[src/hw/rtl/rgb555_sprite_pixel_compositor_assert.svh]
// Assertion macros for the RGB555 sprite pixel compositor.
// Expects clk and arst_n in the scope of use; define ASSERT_OFF to drop all checks.
`ifndef RGB555_SPRITE_PIXEL_COMPOSITOR_ASSERT_SVH
`define RGB555_SPRITE_PIXEL_COMPOSITOR_ASSERT_SVH
`ifndef ASSERT_OFF
// same-cycle implication
`define SPC_ASSERT_IMPL(label, ante, cons) \
	label: assert property (@(posedge clk) disable iff (!arst_n) (ante) |-> (cons)) \
		else $error("spc assertion failed");
// next-cycle implication
`define SPC_ASSERT_NEXT(label, ante, cons) \
	label: assert property (@(posedge clk) disable iff (!arst_n) (ante) |=> (cons)) \
		else $error("spc assertion failed");
`else
`define SPC_ASSERT_IMPL(label, ante, cons)
`define SPC_ASSERT_NEXT(label, ante, cons)
`endif
`endif

[src/hw/rtl/spc_pkg.sv]
// Shared types and constants for the RGB555 sprite pixel compositor.
// No dependencies; used by spc_cfg_regs, spc_pix_math and the top level.
package spc_pkg;

	localparam int CFG_IDX_W  = 3;
	localparam int CFG_DATA_W = 16;

	// register indexes on the config port
	localparam logic [CFG_IDX_W-1:0] REG_DRAW_MODE      = 3'd0;
	localparam logic [CFG_IDX_W-1:0] REG_EFFECT_AMOUNT  = 3'd1;
	localparam logic [CFG_IDX_W-1:0] REG_TINT_COLOR     = 3'd2;
	localparam logic [CFG_IDX_W-1:0] REG_KEY_COLOR      = 3'd3;
	localparam logic [CFG_IDX_W-1:0] REG_USE_MASK_PLANE = 3'd4;

	localparam logic [5:0] AMOUNT_FULL    = 6'd32;
	localparam logic [9:0] MASK_INVISIBLE = 10'd1000;

	typedef enum logic [1:0] {
		DRAW_COPY,
		DRAW_ALPHA,
		DRAW_SHADOW,
		DRAW_TINT
	} draw_mode_t;

	typedef struct packed {
		draw_mode_t  draw_mode;
		logic [5:0]  effect_amount;
		logic [15:0] tint_color;
		logic [15:0] key_color;
		logic        use_mask_plane;
	} cfg_t;

endpackage

[src/hw/rtl/rgb555_sprite_pixel_compositor.sv]
// Top level of the RGB555 sprite pixel compositor: input register, pixel math, result register.
// Depends on spc_pkg, spc_cfg_regs, spc_pix_math and the assertion macro header.
//
// Usage:
//  - s_* channel: one item per destination pixel (dest, source, mask). Items are
//    independent; one item per clock is sustained while m_tready stays high.
//  - m_* channel: one result item per input item, in order: new pixel and write flag.
//    When the flag is low the pixel equals the incoming destination pixel.
//  - cfg_* port: write draw mode, effect amount, tint color, key color and mask plane
//    enable by index. Write only while no item is in flight.
//  - Path: an accepted item shows on m_tvalid once it has passed both registers
//    (two registers: input stage _s1, result stage _s2, math in between).
//  - Throughput: 1 item per cycle while m_tready stays high; set by the two-stage
//    register pipeline, nothing iterates.
//  - Stall: when m_tready is low the result stage holds; the input stage still fills,
//    so up to two items are held before s_tready drops. s_tready is combinational
//    from m_tready.
//  - Reset (arst_n low): both stages empty, all config registers read zero
//    (copy mode, no effect, color key 0, mask plane off).
`include "rgb555_sprite_pixel_compositor_assert.svh"

module rgb555_sprite_pixel_compositor import spc_pkg::*; (
	input  logic                  clk,
	input  logic                  arst_n,
	// config write port
	input  logic                  cfg_we,
	input  logic [CFG_IDX_W-1:0]  cfg_index,
	input  logic [CFG_DATA_W-1:0] cfg_data,
	// input items
	input  logic                  s_tvalid,
	output logic                  s_tready,
	input  logic [47:0]           s_tdata,   // [15:0] dest_pixel, [31:16] source_pixel,
	                                         // [41:32] mask_value, [47:42] zero
	// result items
	output logic                  m_tvalid,
	input  logic                  m_tready,
	output logic [23:0]           m_tdata    // [15:0] new_pixel, [16] write_enable,
	                                         // [23:17] zero
);

	cfg_t cfg;

	logic        valid_s1;
	logic [15:0] dest_s1;
	logic [15:0] src_s1;
	logic [9:0]  mask_s1;

	logic        valid_s2;
	logic [15:0] pix_s2;
	logic        wen_s2;

	logic [15:0] pix_c;
	logic        wen_c;
	logic        adv_s2;

	spc_cfg_regs u_cfg (
		.clk       (clk),
		.arst_n    (arst_n),
		.cfg_we    (cfg_we),
		.cfg_index (cfg_index),
		.cfg_data  (cfg_data),
		.cfg       (cfg)
	);

	// result stage can load when empty or being drained
	assign adv_s2   = !valid_s2 || m_tready;
	assign s_tready = !valid_s1 || adv_s2;

	always_ff @(posedge clk or negedge arst_n) begin
		if (!arst_n) begin
			valid_s1 <= 1'b0;
		end else if (s_tready) begin
			valid_s1 <= s_tvalid;
		end
	end

	always_ff @(posedge clk) begin
		if (s_tvalid && s_tready) begin
			dest_s1 <= s_tdata[15:0];
			src_s1  <= s_tdata[31:16];
			mask_s1 <= s_tdata[41:32];
		end
	end

	spc_pix_math u_math (
		.cfg          (cfg),
		.dest_pixel   (dest_s1),
		.source_pixel (src_s1),
		.mask_value   (mask_s1),
		.new_pixel    (pix_c),
		.write_enable (wen_c)
	);

	always_ff @(posedge clk or negedge arst_n) begin
		if (!arst_n) begin
			valid_s2 <= 1'b0;
		end else if (adv_s2) begin
			valid_s2 <= valid_s1;
		end
	end

	always_ff @(posedge clk) begin
		if (valid_s1 && adv_s2) begin
			pix_s2 <= pix_c;
			wen_s2 <= wen_c;
		end
	end

	assign m_tvalid = valid_s2;
	assign m_tdata  = {7'b0, wen_s2, pix_s2};

	// a full pipe under stall must refuse new input
	`SPC_ASSERT_IMPL(a_no_overrun, valid_s1 && valid_s2 && !m_tready, !s_tready)
	// an item leaving the input stage lands in the result stage
	`SPC_ASSERT_NEXT(a_s1_to_s2, valid_s1 && adv_s2, valid_s2)
	// full effect amount never produces a write
	`SPC_ASSERT_IMPL(a_full_amount_no_write,
		valid_s2 && cfg.effect_amount == AMOUNT_FULL, !wen_s2)
	// blended and shaded results clear the top bit
	`SPC_ASSERT_IMPL(a_bit15_clear,
		valid_s2 && wen_s2 && cfg.draw_mode != DRAW_COPY, !pix_s2[15])

endmodule

[src/hw/rtl/spc_cfg_regs.sv]
// Configuration register file for the sprite compositor.
// Depends on spc_pkg (cfg_t, register indexes).
module spc_cfg_regs import spc_pkg::*; (
	input  logic                  clk,
	input  logic                  arst_n,
	input  logic                  cfg_we,
	input  logic [CFG_IDX_W-1:0]  cfg_index,
	input  logic [CFG_DATA_W-1:0] cfg_data,
	output cfg_t                  cfg
);

	cfg_t cfg_q;

	always_ff @(posedge clk or negedge arst_n) begin
		if (!arst_n) begin
			cfg_q <= '0;
		end else if (cfg_we) begin
			case (cfg_index)
				REG_DRAW_MODE:      cfg_q.draw_mode      <= draw_mode_t'(cfg_data[1:0]);
				REG_EFFECT_AMOUNT:  cfg_q.effect_amount  <= cfg_data[5:0];
				REG_TINT_COLOR:     cfg_q.tint_color     <= cfg_data;
				REG_KEY_COLOR:      cfg_q.key_color      <= cfg_data;
				REG_USE_MASK_PLANE: cfg_q.use_mask_plane <= cfg_data[0];
				default: ; // unmapped index, ignored
			endcase
		end
	end

	assign cfg = cfg_q;

endmodule

[src/hw/rtl/spc_pix_math.sv]
// Per-pixel visibility, blend and shade logic between the input and result registers.
// Depends on spc_pkg (cfg_t, draw modes, constants).
module spc_pix_math import spc_pkg::*; (
	input  cfg_t        cfg,
	input  logic [15:0] dest_pixel,
	input  logic [15:0] source_pixel,
	input  logic [9:0]  mask_value,
	output logic [15:0] new_pixel,
	output logic        write_enable
);

	// trunc(0.032*m*m) == floor(4*m*m/125) for m in 0..31
	function automatic logic [4:0] shadow_rom(input logic [4:0] m);
		logic [4:0] r;
		case (m)
			5'd6, 5'd7:   r = 5'd1;
			5'd8, 5'd9:   r = 5'd2;
			5'd10, 5'd11: r = 5'd3;
			5'd12: r = 5'd4;
			5'd13: r = 5'd5;
			5'd14: r = 5'd6;
			5'd15: r = 5'd7;
			5'd16: r = 5'd8;
			5'd17: r = 5'd9;
			5'd18: r = 5'd10;
			5'd19: r = 5'd11;
			5'd20: r = 5'd12;
			5'd21: r = 5'd14;
			5'd22: r = 5'd15;
			5'd23: r = 5'd16;
			5'd24: r = 5'd18;
			5'd25: r = 5'd20;
			5'd26: r = 5'd21;
			5'd27: r = 5'd23;
			5'd28: r = 5'd25;
			5'd29: r = 5'd26;
			5'd30: r = 5'd28;
			5'd31: r = 5'd30;
			default: r = 5'd0;
		endcase
		return r;
	endfunction

	// (d*t + s*(32-t)) >> 5 for one 5-bit channel
	function automatic logic [4:0] ch_blend(input logic [4:0] d, input logic [4:0] s,
			input logic [4:0] t);
		logic [5:0]  u;
		logic [10:0] acc;
		u   = AMOUNT_FULL - {1'b0, t};
		acc = ({6'b0, d} * {6'b0, t}) + ({6'b0, s} * {5'b0, u});
		return acc[9:5];
	endfunction

	function automatic logic [4:0] ch_shade(input logic [4:0] d, input logic [4:0] f);
		logic [9:0] p;
		p = {5'b0, d} * {5'b0, f};
		return p[9:5];
	endfunction

	logic       visible;
	logic [4:0] m;
	logic [6:0] e_amt;     // effect amount plus mask
	logic [6:0] f_amt;     // shadow factor
	logic [4:0] t_sel;
	logic [15:0] op_sel;
	logic [14:0] blend_pix;
	logic [14:0] shade_pix;

	always_comb begin
		visible = 1'b1;
		m       = '0;
		if (cfg.effect_amount == AMOUNT_FULL) begin
			visible = 1'b0;
		end else if (cfg.use_mask_plane) begin
			if (mask_value == MASK_INVISIBLE || mask_value >= 10'(AMOUNT_FULL)) begin
				visible = 1'b0;
			end else begin
				m = mask_value[4:0];
			end
		end else if (source_pixel == cfg.key_color) begin
			visible = 1'b0;
		end
	end

	assign e_amt = {1'b0, cfg.effect_amount} + {2'b0, m};
	assign f_amt = {1'b0, cfg.effect_amount} + {2'b0, shadow_rom(m)};

	// one shared blender: copy mode weights by mask, alpha/tint by effective amount
	always_comb begin
		t_sel  = e_amt[4:0];
		op_sel = source_pixel;
		case (cfg.draw_mode)
			DRAW_COPY: t_sel  = m;
			DRAW_TINT: op_sel = cfg.tint_color;
			default: ;
		endcase
	end

	assign blend_pix = {ch_blend(dest_pixel[14:10], op_sel[14:10], t_sel),
	                    ch_blend(dest_pixel[9:5],   op_sel[9:5],   t_sel),
	                    ch_blend(dest_pixel[4:0],   op_sel[4:0],   t_sel)};

	assign shade_pix = {ch_shade(dest_pixel[14:10], f_amt[4:0]),
	                    ch_shade(dest_pixel[9:5],   f_amt[4:0]),
	                    ch_shade(dest_pixel[4:0],   f_amt[4:0])};

	always_comb begin
		new_pixel    = dest_pixel;
		write_enable = 1'b0;
		if (visible) begin
			case (cfg.draw_mode)
				DRAW_COPY: begin
					new_pixel    = (m == 5'd0) ? source_pixel : {1'b0, blend_pix};
					write_enable = 1'b1;
				end
				DRAW_SHADOW: begin
					if (f_amt < 7'(AMOUNT_FULL)) begin
						new_pixel    = {1'b0, shade_pix};
						write_enable = 1'b1;
					end
				end
				default: begin
					if (e_amt < 7'(AMOUNT_FULL)) begin
						new_pixel    = {1'b0, blend_pix};
						write_enable = 1'b1;
					end
				end
			endcase
		end
	end

endmodule

[config.mk]
export PLATFORM = sky130hd
export DESIGN_NAME = rgb555_sprite_pixel_compositor
export DESIGN_NICKNAME = d
export VERILOG_FILES = /design/src/hw/rtl/spc_pkg.sv /design/src/hw/rtl/rgb555_sprite_pixel_compositor.sv /design/src/hw/rtl/spc_cfg_regs.sv /design/src/hw/rtl/spc_pix_math.sv
export VERILOG_INCLUDE_DIRS = /design/src /design/src/hw/rtl
export SDC_FILE = /design/constraint.sdc
export NUM_CORES = 1
export LEC_CHECK = 0
export BUFFER_PORTS_ARGS = -buffer_cell sky130_fd_sc_hd__buf_4
export CAP_MARGIN = 20
export CORE_UTILIZATION = 40
export CTS_BUF_LIST = sky130_fd_sc_hd__clkbuf_4
export DETAILED_ROUTE_END_ITERATION = 16
export GPL_TIMING_DRIVEN = 0
export HOLD_SLACK_MARGIN = 0.02
export RECOVER_POWER = 25
export SYNTH_ARGS = -nofsm -noshare
export SYNTH_HDL_FRONTEND = slang
export SYNTH_SLANG_ARGS = --single-unit
[constraint.sdc]
create_clock -name clk -period 21.3 [get_ports clk]
set_input_delay 4.26 -clock clk [delete_from_list [all_inputs] [get_ports clk]]
set_output_delay 4.26 -clock clk [all_outputs]
set_load 0.005 [all_outputs]
==> results.md, run 1 <==
- The sequential share of the synthesized area is 23.8%.
- The placer's final routability congestion estimate is between 0.8 and 0.9.
- The delay of the slowest critical-path stage is 0.54 ns.
- The class of the most critical setup path is flop to flop.
- The longest clock path from root to sink contains 2 buffers.
- The final setup violation count is 0.
- The library cell contributing the largest single delay on the critical path is clkbuf_1.
- The kind of start point of the critical path is a flop.
- After routing the design area is 13,100 um2.
- Among cell families on the critical path, the largest total delay comes from adder cells.
- Setup repair after global routing left no endpoint under its margin.
- The number of buffers created by CTS is 9.
- The count of buffers from port buffering is 84.
- Global routing used about a third of the available met2 tracks.
- The reg-to-reg critical path startpoint is mask_s1[5]$_DFFE_PP_.
- The worst hold path belongs to the class flop to flop.
- The layout net count is 1,626.
- The critical path required time is between 20 and 25 ns.
- Once layout is complete, the utilization of the core stands at between 40% and 50%.
- The placement row count is 62.
- The arrival time reported for the critical path endpoint is 9.49 ns.
- The synthesized design contains 101 register bits.
- The total of cells resized after clock tree synthesis is 0.
- The final period demand of the worst path is 9.18 ns.
- The final-layout setup total negative slack is 0 ns.
- The average instance area after synthesis is roughly 10 um2.
- The actual transition at the worst max-transition pin is 2.31 ns.
- The pin count of the biggest net entering global routing is 43.
- The height of the chip is 174 um.
- The worst pin sits at a relative slew slack of -53.9%.
- After global routing the overflow that remains totals 0.
- The x dimension of the die is 174 um.
- The run finished, with violations left.
- The first routing iteration left between 600 and 700 violations.
- 0 antenna diodes ended up in the layout.
- The overall routed net length is between 30,000 and 40,000 um.
- Detailed routing inserted a total of roughly 8,700 vias.
- Across all hold checks on the routed design, the worst slack comes to 0.520 ns.
- The distinct cell type count after synthesis is 71.
- The fraction of layout cells with a size suffix above 1 is between 10% and 20%.
- The number of hold buffers added after CTS was 0.
- The met3 routing resource usage after global routing is 3.72%.
- The post-synthesis instance area is 11,800 um2.
- The worst setup path is captured at a flop.
- During synthesis, Yosys emitted a total of 0 warnings.
- In the synthesized netlist the async set-or-reset flop fraction comes to 41.6%.
- After clock tree synthesis, the clock-pin slew on the worst setup and hold paths is 0.21 ns.
- Max-cap violations in this run came to 1.
- The initial antenna violation count was 0.
- The post-detailed-route count of antenna-violating nets is 0.
- The maximum clock frequency is 0.109 GHz.
- In the routed design, unresolved DRC markers number 0.
- The library cell appearing most often on the critical path is fa_1.
- Post-CTS timing repair inserted 0 buffers for setup.
- The final-report max-slew violation count is 43.
- The number of levels in the clock H-tree is 3.
- In the routed layout, each cell is associated on average with a via count of ~5.2.
- The placed instances occupy a cell area of approximately 13,000 um2.
- The number of search-and-repair iterations in the first detailed-routing pass is 6.
- The count of flip-flops with a built-in enable after synthesis is between 50 and 60.
- Synthesis produced a netlist whose cell count is 1,182.
- For this configuration, the core starts out at a cell density of approximately 41%.
- The share of the cycle needed by the critical path after routing is 43.1%.
- The critical path contains buffers and inverters numbering 7 combined.
- The main flop type after synthesis is edfxtp_1.
- The HPWL after detailed placement is roughly 25,000 um.
- The start point of the critical path is mask_s1[5]$_DFFE_PP_.
- The clock latency on the worst-skew pair is 0.53 ns.
- The endpoint identified for the worst register-to-register timing path is pix_s2[8]$_DFFE_PP_.
- In this run the worst setup path terminates at pix_s2[8]$_DFFE_PP_.
- Counting buffers and inverters, the worst setup path is 30 cells deep.
- For this run, the total global-route usage over all layers was measured as 21.3%.
- The die covers 30,300 um2.
- The number of global-route vias before repair is ~8,900.
- In this run the standard cell core region covers around 29,000 um2.
- The area growth from synthesis to layout is 11.1%.
- The final hold violation count is 0.
- Measured in cells, the most critical reg-to-reg path has a length of 30.
- The tree is rooted in a clkbuf_4.
- After detailed routing, the average wire length per cell comes to 18.2 um.
- Across all register-to-register paths, the minimum setup slack is 12.12 ns.
- For this run, global-route usage on met1 was measured as 29.8%.
- The highest net fanout along the worst path is 10.
- TritonCTS built the clock tree.
- The first-pass GRT wire length is 49,400 um.
- The number of top-level pins is 98.
- The routing layer with the top usage in global route is met2.
- The checks that failed: max-capacitance violations, max-slew violations.
- The clock arrives with around 0.038 ns of skew.
- The TritonCTS sink count is 101.
==> cells in the mapped netlist, drive strengths merged (4+ instances only) <==
cell	count	area share, %
mux2	43	4.1
nor2b	29	1.5
o21bai	5	0.35
inv	137	4.3
dfrtp	42	8.9
a222oi	6	0.51
nand2	102	3.3
a21oi	31	1.4
o21a	5	0.32
a21o	6	0.38
o21ai	28	1.2
nor4	4	0.21
fa	122	21
nand2b	19	1.0
edfxtp	59	15
nor3	13	0.63
o22ai	5	0.32
nand3	11	0.51
buf	17	0.87
nand4	5	0.26
nor2	96	3.1
xor2	26	1.9
clkbuf	37	1.2
xnor2	34	2.5
ha	147	16
o31ai	4	0.41
mux2i	16	1.6
and2	67	3.5
or2	14	0.74
a211oi	7	0.53
==> metal layers <==
layer / wire length [um] / part of all wire [%]
met5: 0 / 0
met4: 557 / 1.8
met3: 1980 / 6.5
met2: 13900 / 46
met1: 14100 / 46
==> worst min path at each step <==
| stage | startpoint | endpoint | slack (ns) | depth (start not counted) |
|---|---|---|---|---|
| 5_1_grt | u_cfg.cfg[28]$_DFFE_PN0P_ | u_cfg.cfg[28]$_DFFE_PN0P_ | 0.55 | 1 |
| 4_1_cts | valid_s1$_DFFE_PN0N_ | m_tvalid$_DFFE_PN0P_ | 0.52 | 1 |
| 3_5_place_dp | valid_s1$_DFFE_PN0N_ | m_tvalid$_DFFE_PN0P_ | 0.49 | 1 |
| 2_1_floorplan | valid_s1$_DFFE_PN0N_ | m_tvalid$_DFFE_PN0P_ | 0.45 | 1 |
| 6_report | valid_s1$_DFFE_PN0N_ | m_tvalid$_DFFE_PN0P_ | 0.52 | 1 |
| 3_3_place_gp | valid_s1$_DFFE_PN0N_ | m_tvalid$_DFFE_PN0P_ | 0.47 | 1 |
==> layout make-up <==
cell class	instances	area [um2]
Fill cell	2764	15800
Multi-Input combinational cell	896	8280
Sequential cell	101	2820
Timing Repair Buffer	86	652
Inverter	137	514
Tap cell	384	480
Buffer	54	241
Clock inverter	7	86.3
Clock buffer	9	67.6
==> per-stage QoR <==
stage | std cells | setup slack (ns)
after floorplan | 1188 | 12.61
after global placement | 1656 | 11.97
after detailed placement | 1658 | 12.24
after CTS | 1674 | 12.21
after global routing | 1674 | 11.62
final | 1674 | 12.12
==> state kept, by name, indices dropped and copies added, names as in the netlist <==
signal     count
dest_s1       16
m_tvalid       1
mask_s1       10
pix_s2        16
src_s1        16
u_cfg.cfg     40
valid_s1       1
wen_s2         1
==> cell families after synthesis <==
kind of cell | after synthesis | share of synthesized area [%]
simple gates | 381 | 16.2
fa+ha+maj | 269 | 36.2
buf+inv | 191 | 6.38
compound gates | 120 | 7.25
flops | 101 | 23.8
xor+xnor | 60 | 4.44
mux | 59 | 5.69
other cells | 1 | 0.0317
==> layout by cell type (no fill, tap or decap), types with 7 or more instances in the layout <==
cell / count
nor2b_1: 29
mux2i_1: 13
inv_1: 137
fa_1: 122
nor2_1: 95
nand2_1: 101
nor3_1: 11
ha_1: 147
or2_2: 14
edfxtp_1: 59
conb_1: 7
buf_2: 8
buf_4: 48
mux2_2: 43
dfrtp_1: 42
clkbuf_1: 38
xor2_1: 26
o21ai_0: 24
a21oi_1: 29
xnor2_1: 34
nand3_1: 10
nand2b_1: 19
clkbuf_4: 52
and2_1: 66
Power of run 1 is left out: the tool's default activity adds up to more than one toggle a clock period on the data nets, which glitch-free logic cannot reach.
==> run 2: changes to the inputs <==
--- a/config.mk
+++ b/config.mk
@@ -6,6 +6,7 @@
 export SDC_FILE = /design/constraint.sdc
 export NUM_CORES = 1
 export LEC_CHECK = 0
+export ABC_AREA = 1
 export BUFFER_PORTS_ARGS = -buffer_cell sky130_fd_sc_hd__buf_4
 export CAP_MARGIN = 20
 export CORE_UTILIZATION = 40
==> constraint.sdc (replaced) <==
create_clock -name clk -period 8.05 [get_ports clk]
set_input_delay 1.61 -clock clk [delete_from_list [all_inputs] [get_ports clk]]
set_output_delay 1.61 -clock clk [all_outputs]
set_load 0.005 [all_outputs]
==> run 2 against run 1 <==
The run still ends with max-capacitance violations, max-slew violations left. Non-clock buffer count shrank 7. Maximum frequency grew 19%. Worst setup slack lost 12 ns. Register-to-register slack lost 12 ns. Synthesized area grew 5.7%. Utilization shrank 0.16 points. Count of clock-buffer cells in the layout is the same. Clock skew grew 0.012 ns. Sequential cell count is the same. Die area grew 5.6%. Critical endpoint is now pix_s2[2]$_DFFE_PP_. Largest cell class unchanged.
==> results.md, run 2 <==
- The arrival time reported for the critical path endpoint was 8.00 ns (-1.49 ns).
- The first-pass GRT wire length is 57,500 um (+16%).
- The count of mapped cells out of synthesis is 1,585 (+34%).
- The count of flip-flops with a built-in enable after synthesis is 59 (unchanged).
- The overall routed net length is 36,600 um (+20%).
- The placement row count was 64 (+3.2%).
- The setup skew after layout was 0.0505 ns (+0.0122 ns).
- The total grt overflow is 0 (unchanged).
- Ranked by total cell area, the synthesized netlist is headed by fa_1 (20%), ha_1 (15%), edfxtp_1 (14%), nand2_1 (11%), inv_1 (8.7%).
- The number of instances in the placed design was 2,072 (+25%).
- The library cell with the largest summed area after synthesis is fa_1.
- The final period demand of the worst path is 7.70 ns (-1.48 ns).
- The most common cell after layout, fill and taps aside is nand2_1.
- The distinct cell type count after synthesis is 52 (-27%).
- CTS placed an instance of clkbuf_4 at the clock tree root.
- The post-synthesis instance area came to 12,500 um2 (+5.7%).
- The starting density of the core is 40.8% (-0.13 points).
- The run finished, with violations left.
- The count of buffers from port buffering is 84 (unchanged).
- The count of yosys warnings during synthesis was 0 (unchanged).
- In the layout the commonest cells are nand2_1 (356), inv_1 (289), nor2_1 (197), ha_1 (147), fa_1 (122).
- The share of the cycle needed by the critical path after routing came to 95.6% (+53 points).
- The area of the die was 32,000 um2 (+5.6%).
- In this design, the largest share of critical-path delay is due to adder cells.
- Sorting the synthesized cells by how often they occur yields nand2_1 (356), inv_1 (290), nor2_1 (199).
- The proportion of register bits with asynchronous set or reset after synthesis was 41.6% (unchanged).
- The number of levels in the clock H-tree is 3 (unchanged).
- The delay of the slowest critical-path stage was 0.55 ns (about the same).
- The global-route track usage on met2 is 39.2% (+5.0 points).
- The worst-case headroom to the max-slew limit came to -50.6% (+3.3 points).
- The actual transition at the worst max-transition pin is 2.26 ns (-0.0489 ns).
- The maximum clock frequency is 0.130 GHz (+19%).
- The average instance area after synthesis is 7.89 um2 (-21%).
- The count of buffer and inverter cells on the critical path was 8 (+1).
- For this run, the leading register cell type out of synthesis is edfxtp_1.
- The final hold violation count is 0 (unchanged).
- The maximum clock path buffer count was 2 (unchanged).
- The x dimension of the die is 179 um (+2.8%).
- The post-synthesis sequential element count came to 101 (unchanged).
- The final-report max-slew violation count is 43 (unchanged).
- The sequential share of the synthesized area is 22.6% (-1.3 points).
- The kind of start point of the critical path is a flop.
- The final reports fail on max-capacitance violations, max-slew violations.
- The area growth from synthesis to final layout is 11.0% (about the same).
- The critical path required time is 8.35 ns (-13.26 ns).
- The non-filler instance count after layout was 2,092 (+25%).
- The total power per unit cell area is about 440 nW/um2.
- Setup repair after global routing left no endpoint under its margin.
- The layout net count is 2,031 (+25%).
- The highest net fanout along the worst path is 10 (unchanged).
- The library cell contributing the largest single delay on the critical path is fa_1.
- The HPWL after detailed placement is 29,900 um (+19%).
- The TritonCTS sink count was 101 (unchanged).
- The final routed DRC violation total came to 0 (unchanged).
- The number of violations reported at the end of detailed-routing iteration 0 is 771 (+19%).
- The clock-pin slew on the worst setup and hold paths came to 0.23 ns (+0.02 ns).
- The average wire per standard cell is 17.5 um (-4.0%).
- The all-layer global routing usage is 24.3% (+3.0 points).
- The number of maximum-capacitance violations is 1 (unchanged).
- The initial antenna violation count came to 1 (+1).
- The clock latency on the worst-skew pair is 0.54 ns (about the same).
- In this run the worst hold path is classified as flop to flop.
- The leakage dissipation is around 7.5 nW.
- The post-detailed-route count of antenna-violating nets is 0 (unchanged).
- The final-layout setup total negative slack came to 0 ns (unchanged).
- The met1 layer usage reported by global route is 32.7% (+2.9 points).
- The placer's final routability congestion estimate came to 0.955 (+7.8%).
- TritonCTS built the clock tree.
- The peak supply drop is 0.000347 V.
- The via density per instance is 5.09 (-2.1%).
- The number of top-level pins is 98 (unchanged).
- The top cell type's share of synthesized area is 19.5% (-1.1 points).
- The met3 routing resource usage after global routing came to 4.73% (+1.0 points).
- The pin count of the biggest net entering global routing is 43 (unchanged).
- The via count of the routed design is 10,700 (+22%).
- The number of global-route vias before repair is 10,600 (+18%).
- Yosys instantiated no cell more often than nand2_1.
- The height of the chip is 179 um (+2.8%).
- The final setup violation count is 0 (unchanged).
- The fraction of layout cells with a size suffix above 1 came to 10.7% (-4.3 points).
- The critical path in this run is classified as flop to flop.
- The number of buffers created by CTS came to 9 (unchanged).
- The flip-flop count of the largest register after layout is 40 (unchanged).
- By instance count, the cell type seen most on the critical path is nand2_1.
- The area of the core came to 30,700 um2 (+6.0%).
- The type of element capturing the critical path is a flop.
- The number of search-and-repair iterations in the first detailed-routing pass came to 5 (-1).
- After global routing, the most crowded layer is met2.
==> run 2: area by class of cell <==
type                    count  area, um2
inverters                 298       1120
clock buffers               9       67.6
diodes                      1       2.50
repair buffers             88        669
plain buffers              45        235
fillers                  3120      16800
flip-flops and latches    101       2830
well taps                 396        495
multi-input cells        1147       8400
clock inverters             7       67.6
==> run 2: power by group <==
group          internal (mW)  switching (mW)
combinational           1.97            3.19
sequential             0.660          0.0575
clock                 0.0708           0.226
total                   2.70            3.48
==> run 2: cell families (layout without fill, tap and decap cells) <==
kind of cell	Yosys count	count (layout)	share of synthesized area (%)
buffers and inverters	343	447	10.8
adder cells (fa/ha/maj)	269	269	34.2
other	1	8	0.0300
multiplexers	1	1	0.0900
XOR/XNOR	25	25	1.75
flip-flops	101	101	22.6
AO/OA/AOI/OAI	163	163	7.31
AND/OR/NAND/NOR	682	682	23.2
==> run 2: final timing paths <==
kind                                      startpoint                         to  slack (ns)  cells past startpoint
max                        u_cfg.cfg[35]$_DFFE_PN0P_        pix_s2[2]$_DFFE_PP_        0.35                     34
min                        u_cfg.cfg[22]$_DFFE_PN0P_  u_cfg.cfg[22]$_DFFE_PN0P_        0.52                      2
max reg2reg                u_cfg.cfg[35]$_DFFE_PN0P_        pix_s2[2]$_DFFE_PP_        0.35                     34
min reg2reg                u_cfg.cfg[22]$_DFFE_PN0P_  u_cfg.cfg[22]$_DFFE_PN0P_        0.52                      2
max in group asynchronous                     arst_n  u_cfg.cfg[35]$_DFFE_PN0P_        4.86                      1
min in group asynchronous                     arst_n   u_cfg.cfg[7]$_DFFE_PN0P_        1.70                      1
==> run 2: what timing repair did <==
action / in CTS / in global routing
hold buffers: 0 / 0
buffers inserted: 0 / 3
setup endpoints to repair: 0 / 12
gates resized for setup: 0 / 14
==> run 2: worst reg2reg max path, delay by kind of cell (launching register included) <==
family / cells / cell delay [ns]
AO/OA/AOI/OAI: 2 / 0.41
adder cells (fa/ha/maj): 8 / 3.44
buffers and inverters: 8 / 1.02
flip-flops: 1 / 0.48
AND/OR/NAND/NOR: 16 / 2.17
==> run 2: stage by stage <==
stage	setup WS, ns	utilization, %	cell area (um2)	power, mW	hold WS (ns)
2_1_floorplan	1.18	-	12500	4.42	0.447
3_3_place_gp	0.0503	44.5	13700	5.65	0.455
3_5_place_dp	0.0218	44.6	13700	5.74	0.473
4_1_cts	0.0328	45.1	13800	6.08	0.518
5_1_grt	0.0219	45.3	13900	6.92	0.542
6_report	0.351	45.3	13900	6.17	0.518
==> run 2: per-layer routing <==
layer	share of wire, %	up-vias
met5	0	-
met4	3.0	0
met3	8.0	64
met2	46	381
met1	44	5046
li1	-	5161
Power figures use the tool's default switching activity.
